$ cat src/hw/rtl/atsp_pkg.sv
// Types and constants for the amplifier thermal / SWR protection core.
// No dependencies; imported by amp_thermal_swr_protection_core and by the bench files.
package atsp_pkg;

  // Configuration register indexes
  localparam int unsigned CfgIdxW = 3;
  localparam int unsigned CfgDataW = 16;
  typedef enum logic [CfgIdxW-1:0] {
    CFG_ATTEN_LIMIT     = 3'd0,
    CFG_ATTEN_STEP      = 3'd1,
    CFG_POWER_FLOOR     = 3'd2,
    CFG_SWR_RETRY_POWER = 3'd3,
    CFG_TEMP_RECOVERY   = 3'd4,
    CFG_TEMP_HOLD_TICKS = 3'd5,
    CFG_SWR_HOLD_TICKS  = 3'd6
  } cfg_idx_t;

  // Reset values of the configuration registers
  localparam logic [9:0]  ATTEN_LIMIT_RST     = 10'd90;
  localparam logic [7:0]  ATTEN_STEP_RST      = 8'd30;
  localparam logic [9:0]  POWER_FLOOR_RST     = 10'd300;
  localparam logic [9:0]  SWR_RETRY_POWER_RST = 10'd310;
  localparam logic [11:0] TEMP_RECOVERY_RST   = 12'd0;
  localparam logic [15:0] TEMP_HOLD_RST       = 16'd250;
  localparam logic [15:0] SWR_HOLD_RST        = 16'd150;

  localparam logic [9:0]  ATTEN_MAX           = 10'd1023;

  // Input command codes
  localparam logic CMD_TICK = 1'b0;
  localparam logic CMD_EVAL = 1'b1;

  typedef enum logic [1:0] {
    TS_NORMAL  = 2'd0,
    TS_BACKOFF = 2'd1,
    TS_MUTED   = 2'd2
  } temp_state_t;

  typedef enum logic [1:0] {
    SS_NORMAL = 2'd0,
    SS_WAIT   = 2'd1,
    SS_RETRY  = 2'd2
  } swr_state_t;

  typedef enum logic [1:0] {
    ACT_NONE  = 2'd0,
    ACT_STOP  = 2'd1,
    ACT_START = 2'd2
  } amp_action_t;

  typedef struct packed {
    logic        cmd;
    logic [9:0]  user_target_power;
    logic        temp_alarm;
    logic        swr_alarm;
    logic [11:0] temperature;
    logic        system_stopped;
    logic        amp_is_stopped;
  } in_item_t;

  typedef struct packed {
    logic [9:0]  target_power;
    logic        amp_off;
    amp_action_t amp_action;
    logic        retry_period;
    temp_state_t temp_mode;
    swr_state_t  swr_mode;
    logic [9:0]  extra_atten_out;
  } out_item_t;

endpackage

$ cat src/hw/rtl/amp_thermal_swr_protection_core.sv
// Amplifier protection core: thermal backoff machine and SWR mute/retry machine.
// Depends on atsp_pkg (payload structs, state enums, register indexes).
//
//   Channel | Ports                          | Direction | Moves
//   --------+--------------------------------+-----------+-------------------------
//   in      | in_valid, in_stall, in_data    | into core | tick or evaluate item
//   out     | out_valid, out_stall, out_data | out       | one result per evaluate
//   cfg     | cfg_we, cfg_index, cfg_data    | into core | register write, no wait
//
// The state update and the result of an item are formed by a single layer of
// compares, one 11-bit add and one subtract, and the result lands in the output
// register at the edge of the transfer. Sustained rate is one item per clock while
// the result side keeps up. Ticks return no result.
// Reset (rst_n low, synchronous) clears both machines, the timers and the output
// valid flag and loads the register defaults; no item transfers during reset.
// Stall on the input rises only during reset or while a result sits in the output
// register and the result side stalls it.
module amp_thermal_swr_protection_core
  import atsp_pkg::*;
#(
  parameter int unsigned TIMER_BITS = 16
) (
  input  logic                clk,
  input  logic                rst_n,
  // input channel
  input  logic                in_valid,
  output logic                in_stall,
  input  in_item_t            in_data,
  // result channel
  output logic                out_valid,
  input  logic                out_stall,
  output out_item_t           out_data,
  // configuration port
  input  logic                cfg_we,
  input  logic [CfgIdxW-1:0]  cfg_index,
  input  logic [CfgDataW-1:0] cfg_data
);

  // ---------------------------------------------------------------------------
  // Configuration registers
  // ---------------------------------------------------------------------------
  logic [9:0]  atten_limit_r;
  logic [7:0]  atten_step_r;
  logic [9:0]  power_floor_r;
  logic [9:0]  swr_retry_power_r;
  logic [11:0] temp_recovery_r;
  logic [15:0] temp_hold_ticks_r;
  logic [15:0] swr_hold_ticks_r;

  always_ff @(posedge clk) begin
    if (!rst_n) begin
      atten_limit_r     <= ATTEN_LIMIT_RST;
      atten_step_r      <= ATTEN_STEP_RST;
      power_floor_r     <= POWER_FLOOR_RST;
      swr_retry_power_r <= SWR_RETRY_POWER_RST;
      temp_recovery_r   <= TEMP_RECOVERY_RST;
      temp_hold_ticks_r <= TEMP_HOLD_RST;
      swr_hold_ticks_r  <= SWR_HOLD_RST;
    end else if (cfg_we) begin
      unique case (cfg_idx_t'(cfg_index))
        CFG_ATTEN_LIMIT:     atten_limit_r     <= cfg_data[9:0];
        CFG_ATTEN_STEP:      atten_step_r      <= cfg_data[7:0];
        CFG_POWER_FLOOR:     power_floor_r     <= cfg_data[9:0];
        CFG_SWR_RETRY_POWER: swr_retry_power_r <= cfg_data[9:0];
        CFG_TEMP_RECOVERY:   temp_recovery_r   <= cfg_data[11:0];
        CFG_TEMP_HOLD_TICKS: temp_hold_ticks_r <= cfg_data;
        CFG_SWR_HOLD_TICKS:  swr_hold_ticks_r  <= cfg_data;
        default: ;  // index beyond the register list: drop the write
      endcase
    end
  end

  // ---------------------------------------------------------------------------
  // Handshake
  // ---------------------------------------------------------------------------
  logic in_xfer;
  logic eval_xfer;
  logic tick_xfer;
  logic out_valid_r;

  assign in_stall  = !rst_n || (out_valid_r && out_stall);
  assign in_xfer   = in_valid && !in_stall;
  assign eval_xfer = in_xfer && (in_data.cmd == CMD_EVAL);
  assign tick_xfer = in_xfer && (in_data.cmd == CMD_TICK);

  // Evaluations that change state: not while the system is halted
  logic run;
  assign run = eval_xfer && !in_data.system_stopped;

  // ---------------------------------------------------------------------------
  // Machine state
  // ---------------------------------------------------------------------------
  temp_state_t           temp_state_r, temp_state_nxt;
  swr_state_t            swr_state_r, swr_state_nxt;
  logic                  temp_mute_r, temp_mute_nxt;
  logic                  swr_mute_r, swr_mute_nxt;
  logic [9:0]            temp_power_r, temp_power_nxt;
  logic [9:0]            swr_power_r, swr_power_nxt;
  logic [9:0]            extra_atten_r, extra_atten_nxt;
  logic [TIMER_BITS-1:0] temp_timer_r, temp_timer_nxt;
  logic [TIMER_BITS-1:0] swr_timer_r, swr_timer_nxt;
  logic                  retry_nxt;

  // Hold reload values, truncated or zero-extended to the timer width
  logic [TIMER_BITS-1:0] temp_reload;
  logic [TIMER_BITS-1:0] swr_reload;
  assign temp_reload = TIMER_BITS'(temp_hold_ticks_r);
  assign swr_reload  = TIMER_BITS'(swr_hold_ticks_r);

  // Thermal step arithmetic
  logic [10:0] atten_sum;
  logic [10:0] power_diff;   // bit 10 set on borrow
  logic [9:0]  stepped_power;
  assign atten_sum  = {1'b0, extra_atten_r} + {3'b000, atten_step_r};
  assign power_diff = {1'b0, temp_power_r} - {3'b000, atten_step_r};
  assign stepped_power = (power_diff[10] || (power_diff[9:0] < power_floor_r)) ?
                         power_floor_r : power_diff[9:0];

  // Thermal machine next state
  always_comb begin
    temp_state_nxt  = temp_state_r;
    temp_mute_nxt   = temp_mute_r;
    temp_power_nxt  = temp_power_r;
    extra_atten_nxt = extra_atten_r;
    temp_timer_nxt  = temp_timer_r;
    if (tick_xfer) begin
      if (temp_timer_r != '0) temp_timer_nxt = temp_timer_r - TIMER_BITS'(1);
    end else if (run) begin
      unique case (temp_state_r)
        TS_BACKOFF: begin
          temp_mute_nxt = 1'b0;
          if (temp_timer_r == '0) begin
            if ((extra_atten_r > atten_limit_r) || !in_data.temp_alarm) begin
              temp_state_nxt = TS_MUTED;
            end else begin
              extra_atten_nxt = atten_sum[10] ? ATTEN_MAX : atten_sum[9:0];
              temp_power_nxt  = stepped_power;
              temp_timer_nxt  = temp_reload;
            end
          end
        end
        TS_MUTED: begin
          temp_mute_nxt   = 1'b1;
          extra_atten_nxt = '0;
          if (in_data.temperature < temp_recovery_r) temp_state_nxt = TS_NORMAL;
        end
        default: begin
          temp_mute_nxt  = 1'b0;
          temp_power_nxt = in_data.user_target_power;
          temp_state_nxt = in_data.temp_alarm ? TS_BACKOFF : TS_NORMAL;
        end
      endcase
    end
  end

  // SWR machine next state
  always_comb begin
    swr_state_nxt = swr_state_r;
    swr_mute_nxt  = swr_mute_r;
    swr_power_nxt = swr_power_r;
    swr_timer_nxt = swr_timer_r;
    retry_nxt     = 1'b0;
    if (tick_xfer) begin
      if (swr_timer_r != '0) swr_timer_nxt = swr_timer_r - TIMER_BITS'(1);
    end else if (run) begin
      unique case (swr_state_r)
        SS_WAIT: begin
          swr_mute_nxt = 1'b1;
          if (swr_timer_r == '0) begin
            swr_state_nxt = SS_RETRY;
            swr_timer_nxt = swr_reload;
          end
        end
        SS_RETRY: begin
          if (!swr_mute_r) begin
            // retry ran one evaluation: settle or mute again
            if (!in_data.swr_alarm) begin
              swr_state_nxt = SS_NORMAL;
            end else begin
              swr_state_nxt = SS_WAIT;
              swr_mute_nxt  = 1'b1;
            end
          end else begin
            swr_mute_nxt  = 1'b0;
            swr_power_nxt = swr_retry_power_r;
            retry_nxt     = 1'b1;
          end
        end
        default: begin
          swr_power_nxt = in_data.user_target_power;
          swr_mute_nxt  = in_data.swr_alarm;
          swr_state_nxt = in_data.swr_alarm ? SS_WAIT : SS_NORMAL;
        end
      endcase
    end
  end

  always_ff @(posedge clk) begin
    if (!rst_n) begin
      temp_state_r  <= TS_NORMAL;
      swr_state_r   <= SS_NORMAL;
      temp_mute_r   <= 1'b0;
      swr_mute_r    <= 1'b0;
      temp_power_r  <= '0;
      swr_power_r   <= '0;
      extra_atten_r <= '0;
      temp_timer_r  <= '0;
      swr_timer_r   <= '0;
    end else begin
      temp_state_r  <= temp_state_nxt;
      swr_state_r   <= swr_state_nxt;
      temp_mute_r   <= temp_mute_nxt;
      swr_mute_r    <= swr_mute_nxt;
      temp_power_r  <= temp_power_nxt;
      swr_power_r   <= swr_power_nxt;
      extra_atten_r <= extra_atten_nxt;
      temp_timer_r  <= temp_timer_nxt;
      swr_timer_r   <= swr_timer_nxt;
    end
  end

  // ---------------------------------------------------------------------------
  // Result forming: built from the updated state (unchanged when halted)
  // ---------------------------------------------------------------------------
  out_item_t out_data_nxt;
  out_item_t out_data_r;
  logic      out_valid_nxt;
  logic      off_nxt;

  always_comb begin
    off_nxt = temp_mute_nxt || swr_mute_nxt;
    out_data_nxt.target_power    = (temp_power_nxt < swr_power_nxt) ?
                                   temp_power_nxt : swr_power_nxt;
    out_data_nxt.amp_off         = off_nxt;
    out_data_nxt.retry_period    = retry_nxt;
    out_data_nxt.temp_mode       = temp_state_nxt;
    out_data_nxt.swr_mode        = swr_state_nxt;
    out_data_nxt.extra_atten_out = extra_atten_nxt;
    if (!run) begin
      out_data_nxt.amp_action = ACT_NONE;
    end else if (off_nxt && !in_data.amp_is_stopped) begin
      out_data_nxt.amp_action = ACT_STOP;
    end else if (!off_nxt && in_data.amp_is_stopped) begin
      out_data_nxt.amp_action = ACT_START;
    end else begin
      out_data_nxt.amp_action = ACT_NONE;
    end
  end

  // Load on an evaluate transfer, drop once the result is taken, else hold
  always_comb begin
    if (eval_xfer) begin
      out_valid_nxt = 1'b1;
    end else if (!out_stall) begin
      out_valid_nxt = 1'b0;
    end else begin
      out_valid_nxt = out_valid_r;
    end
  end

  always_ff @(posedge clk) begin
    if (!rst_n) begin
      out_valid_r <= 1'b0;
    end else begin
      out_valid_r <= out_valid_nxt;
    end
  end

  always_ff @(posedge clk) begin
    if (eval_xfer) begin
      out_data_r <= out_data_nxt;
    end
  end

  assign out_valid = out_valid_r;
  assign out_data  = out_data_r;

  // ---------------------------------------------------------------------------
  // Assertions
  // ---------------------------------------------------------------------------
  a_eval_gives_result: assert property (@(posedge clk) disable iff (!rst_n)
    eval_xfer |=> out_valid_r)
    else $error("evaluate transfer did not load a result");

  a_stop_needs_mute: assert property (@(posedge clk) disable iff (!rst_n)
    (out_valid_r && out_data_r.amp_action == ACT_STOP) |-> out_data_r.amp_off)
    else $error("stop command without mute request");

  a_retry_state: assert property (@(posedge clk) disable iff (!rst_n)
    (out_valid_r && out_data_r.retry_period) |-> (out_data_r.swr_mode == SS_RETRY))
    else $error("retry flagged outside retry state");

  a_tick_countdown: assert property (@(posedge clk) disable iff (!rst_n)
    (tick_xfer && temp_timer_r != '0) |=>
      (temp_timer_r == $past(temp_timer_r) - TIMER_BITS'(1)))
    else $error("thermal hold timer did not count down on tick");

endmodule

$ cat config.mk
export PLATFORM = sky130hd
export DESIGN_NAME = amp_thermal_swr_protection_core
export DESIGN_NICKNAME = d
export VERILOG_FILES = /design/src/hw/rtl/atsp_pkg.sv /design/src/hw/rtl/amp_thermal_swr_protection_core.sv
export SDC_FILE = /design/constraint.sdc
export NUM_CORES = 1
export LEC_CHECK = 0
export BUFFER_PORTS_ARGS = -buffer_cell sky130_fd_sc_hd__buf_2
export CAP_MARGIN = 10
export CORE_ASPECT_RATIO = 0.8
export CORE_MARGIN = 2
export CORE_UTILIZATION = 45
export DETAILED_ROUTE_END_ITERATION = 7
export HOLD_SLACK_MARGIN = 0.15
export MAX_ROUTING_LAYER = met4
export PLACE_DENSITY = 0.62
export RECOVER_POWER = 100
export SLEW_MARGIN = 20
export SYNTH_ARGS = -nofsm -noshare
export SYNTH_HDL_FRONTEND = slang
export SYNTH_SLANG_ARGS = --single-unit
$ cat constraint.sdc
create_clock -name clk -period 13.73 [get_ports clk]
set_input_delay 2.746 -clock clk [delete_from_list [all_inputs] [get_ports clk]]
set_output_delay 2.746 -clock clk [all_outputs]
set_load 0.01 [all_outputs]
==> results.txt <==
crit path time final -> 9.77 ns
Worst-path clk slew -> 0.07 ns
I/O pin total -> 81
clk_skew -> 0.00874 ns
# setup viols final -> 0
Die Ht -> 135 µm
RSZ-0062 raised after global routing -> false
Placer Congestion -> 0.884
Max Root-Sink Buffers -> 2
ys flop type -> dfxtp_1
Pleak -> 0.00423 µW
CP cell instances -> buf_2, clkbuf_1, a21bo_1, nor3_1, clkbuf_1, o21ai_0, a21o_1, a222oi_1, inv_1, ha_1, o21ai_0, o21ai_0, o211ai_1, a21oi_1, nor3b_1, a31oi_1, mux2_2
register area -> 0.00386 mm²
vias per cell -> 5.72
Crit. End Element -> flip-flop
Starting Density -> 46.1%
post-DP HPWL -> 19.0 mm
post-layout util -> 51.8%
CTS Hold Bufs -> 0
CP Data Arrival Time -> 9.95 ns
combinational share of power -> 14.8%
largest net degree at the start of global routing -> 70
WHS -> 0.455 ns
initial antenna violation count -> 0
vias in the first global route -> 7,862
proportion of layout cells with a drive suffix above 1 -> 9.49%
DRC Markers -> 8
Clock Power Share -> 41.5%
total gr overflow -> 0
post-CTS setup buffers -> 0
die width -> 167 µm
First-pass DRT Iterations -> 8
f_max -> 0.102 GHz
Slew headroom -> -119%
number of CTS-inserted buffers -> 17
global-route wire length before repair -> 42.7 mm
total die area -> 0.0225 mm²
Top cell by count, worst path -> o21ai_0
number of synthesized flops with an enable pin -> 28
MaxCap Viol Count -> 3
register area share after synthesis -> 40.3%
Vias -> 8,589
syn avg cell area -> 8.24 µm²
synthesized area -> 0.00960 mm²
Buf+Inv Stages, Crit Path -> 4
synthesized net count -> 1,278
Routed Antenna Nets -> 0
Hold Path Class -> flip-flop to flip-flop
Core Region -> 0.0208 mm²
Crit path largest cell delay -> 2.06 ns
Warnings, synthesis -> 0
CTS root buf -> clkbuf_16
critical path class -> input pin to flip-flop
Sum Neg Setup Slack -> 0 ns
period utilization -> 71.2%
Synth cell types -> 76
worst-skew pair later-pin latency -> 0.43 ns
CP max-delay cell -> clkbuf_1
H-Tree Depth -> 4
P_sw -> 352 µW
# nets final -> 1,334
Area Growth Syn to Fin -> 12.3%
internal power consumption -> 930 µW
FILL cells -> 2,053
Crit path required time -> 13.91 ns
Core Rows -> 47
status -> finished, violations left
ys async rst share -> 0%
number of diodes -> 0
R2R setup slack -> 6.91 ns
Seq cells post-synth -> 179
post_cts resized -> 0
Startpoint Class -> input pin
fin. max-slew vios -> 162
CP Max Fanout -> 62
clk sinks -> 179
area of the multi-input gates -> 0.00525 mm²
failing checks -> design-rule violations, max-capacitance violations, max-slew violations
global-route usage over all layers -> 24.9%
post-route insts no fill -> 1,502
Iteration-0 DRC Markers -> 626
switching portion of total power -> 27.5%
sequential power share -> 43.7%
placed insts -> 1,470
TritonCTS clock tree -> built
final wirelength -> 26.9 mm
synthesized instance count -> 1,164
CP delay by family, top -> compound AO/OA/AOI/OAI gates
IO Port Bufs -> 80
Worst-Margin Slew -> 3.28 ns
WL per Instance -> 17.9 µm
PwrDens -> 119 mW/mm²
Worst VDD drop -> 0.0626 mV
Final Hold Fails -> 0
area by class of cell:
type	instances	area share (%)
clock buffer	24	5.06
tap	269	3.12
sequential	179	35.8
inverter	71	2.47
multi-input combinational	861	48.7
clock inverter	8	0.986
timing repair buffer	90	3.85
cells in the final DEF (no fill, tap or decap), types with 37 or more instances in the layout:
cell / n
ha_1: 61
dfxtp_1: 151
buf_2: 50
nand2_1: 242
clkbuf_1: 37
a21oi_1: 109
nor2_1: 64
o21ai_0: 71
inv_1: 71
state kept, by name, indices dropped and copies added (netlist names), 8 cells and up:
signal and cells:
out_data 28, swr_hold_ticks_r 16, swr_timer_r 16, temp_hold_ticks_r 16, temp_timer_r 16, temp_recovery_r 12, atten_limit_r 10, extra_atten_r 10
power_floor_r 10, swr_power_r 10, swr_retry_power_r 10, temp_power_r 10, atten_step_r 8
cell families (layout without fill, tap and decap cells):
| logic type | count (synthesis) | after routing | synth area share, % |
|---|---|---|---|
| buf+inv | 124 | 193 | 4.86 |
| simple gates | 433 | 433 | 20.3 |
| fa+ha+maj | 63 | 63 | 8.37 |
| compound gates | 338 | 338 | 23.4 |
| xor+xnor | 9 | 9 | 0.821 |
| mux | 18 | 18 | 2.02 |
| flops | 179 | 179 | 40.3 |
tightest hold or removal path: cells and delay by family, from the launching register on:
family           cells  cell delay (ns)
AND/OR/NAND/NOR      1             0.05
AO/OA/AOI/OAI        1             0.05
flip-flops           1             0.31
power groups by stage:
stage          sequential [µW]  clock (µW)  combinational, µW
6_report                   560         532                190
5_1_grt                    562         563                210
4_1_cts                    560         541                191
3_5_place_dp               571           0                190
3_3_place_gp               571           0                188
2_1_floorplan              569           0                132
metrics by stage:
| stage | power [µW] | setup WS (ns) | area [µm²] |
|---|---|---|---|
| global route | 1330 | 3.41 | 10800 |
| finish | 1280 | 3.96 | 10800 |
| detailed placement | 761 | 6.31 | 10200 |
| CTS | 1290 | 6.75 | 10900 |
| global placement | 760 | 6.35 | 10200 |
| floorplan | 701 | 7.39 | 9600 |
synth_stat cells, drive strengths merged, types with 7 or more instances:
cell      n  share of area [%]
a211oi   12               0.99
a21o     10               0.78
a21oi   109                5.7
a22o     12                1.1
a22oi    15                1.2
a31oi    11               0.87
and2     17                1.1
clkbuf   49                1.9
dfxtp   151                 31
edfxtp   28                8.8
ha       61                8.0
inv      70                2.7
mux2     11                1.3
mux2i     7               0.73
nand2   242                9.5
nand2b    7               0.46
nand3    29                1.6
nor2     66                2.6
nor2b    12               0.78
nor3     17               0.94
o211ai   24                2.0
o21a      8               0.63
o21ai    71                3.7
or3       7               0.46
xnor2     7               0.64
worst paths after layout:
kind,from,endpoint,depth (start not counted)
hold / removal,temp_recovery_r[2]$_SDFFE_PN0P_,temp_recovery_r[2]$_SDFFE_PN0P_,2
hold reg to reg,temp_recovery_r[2]$_SDFFE_PN0P_,temp_recovery_r[2]$_SDFFE_PN0P_,2
setup reg to reg,atten_step_r[0]$_SDFFE_PN0P_,out_data[19]$_DFFE_PP_,23
setup / recovery,rst_n,out_data[19]$_DFFE_PP_,17
routing by layer:
layer  vias to the layer above  wire length (µm)  global-route usage (%)
li1                       4260                 -                       -
met5                         -                 0                       -
met3                        41              1910                    3.99
met4                         0               497                    7.15
met1                      4005             13400                    36.6
met2                       283             11100                    35.2
(Power assumes the default switching activity.)
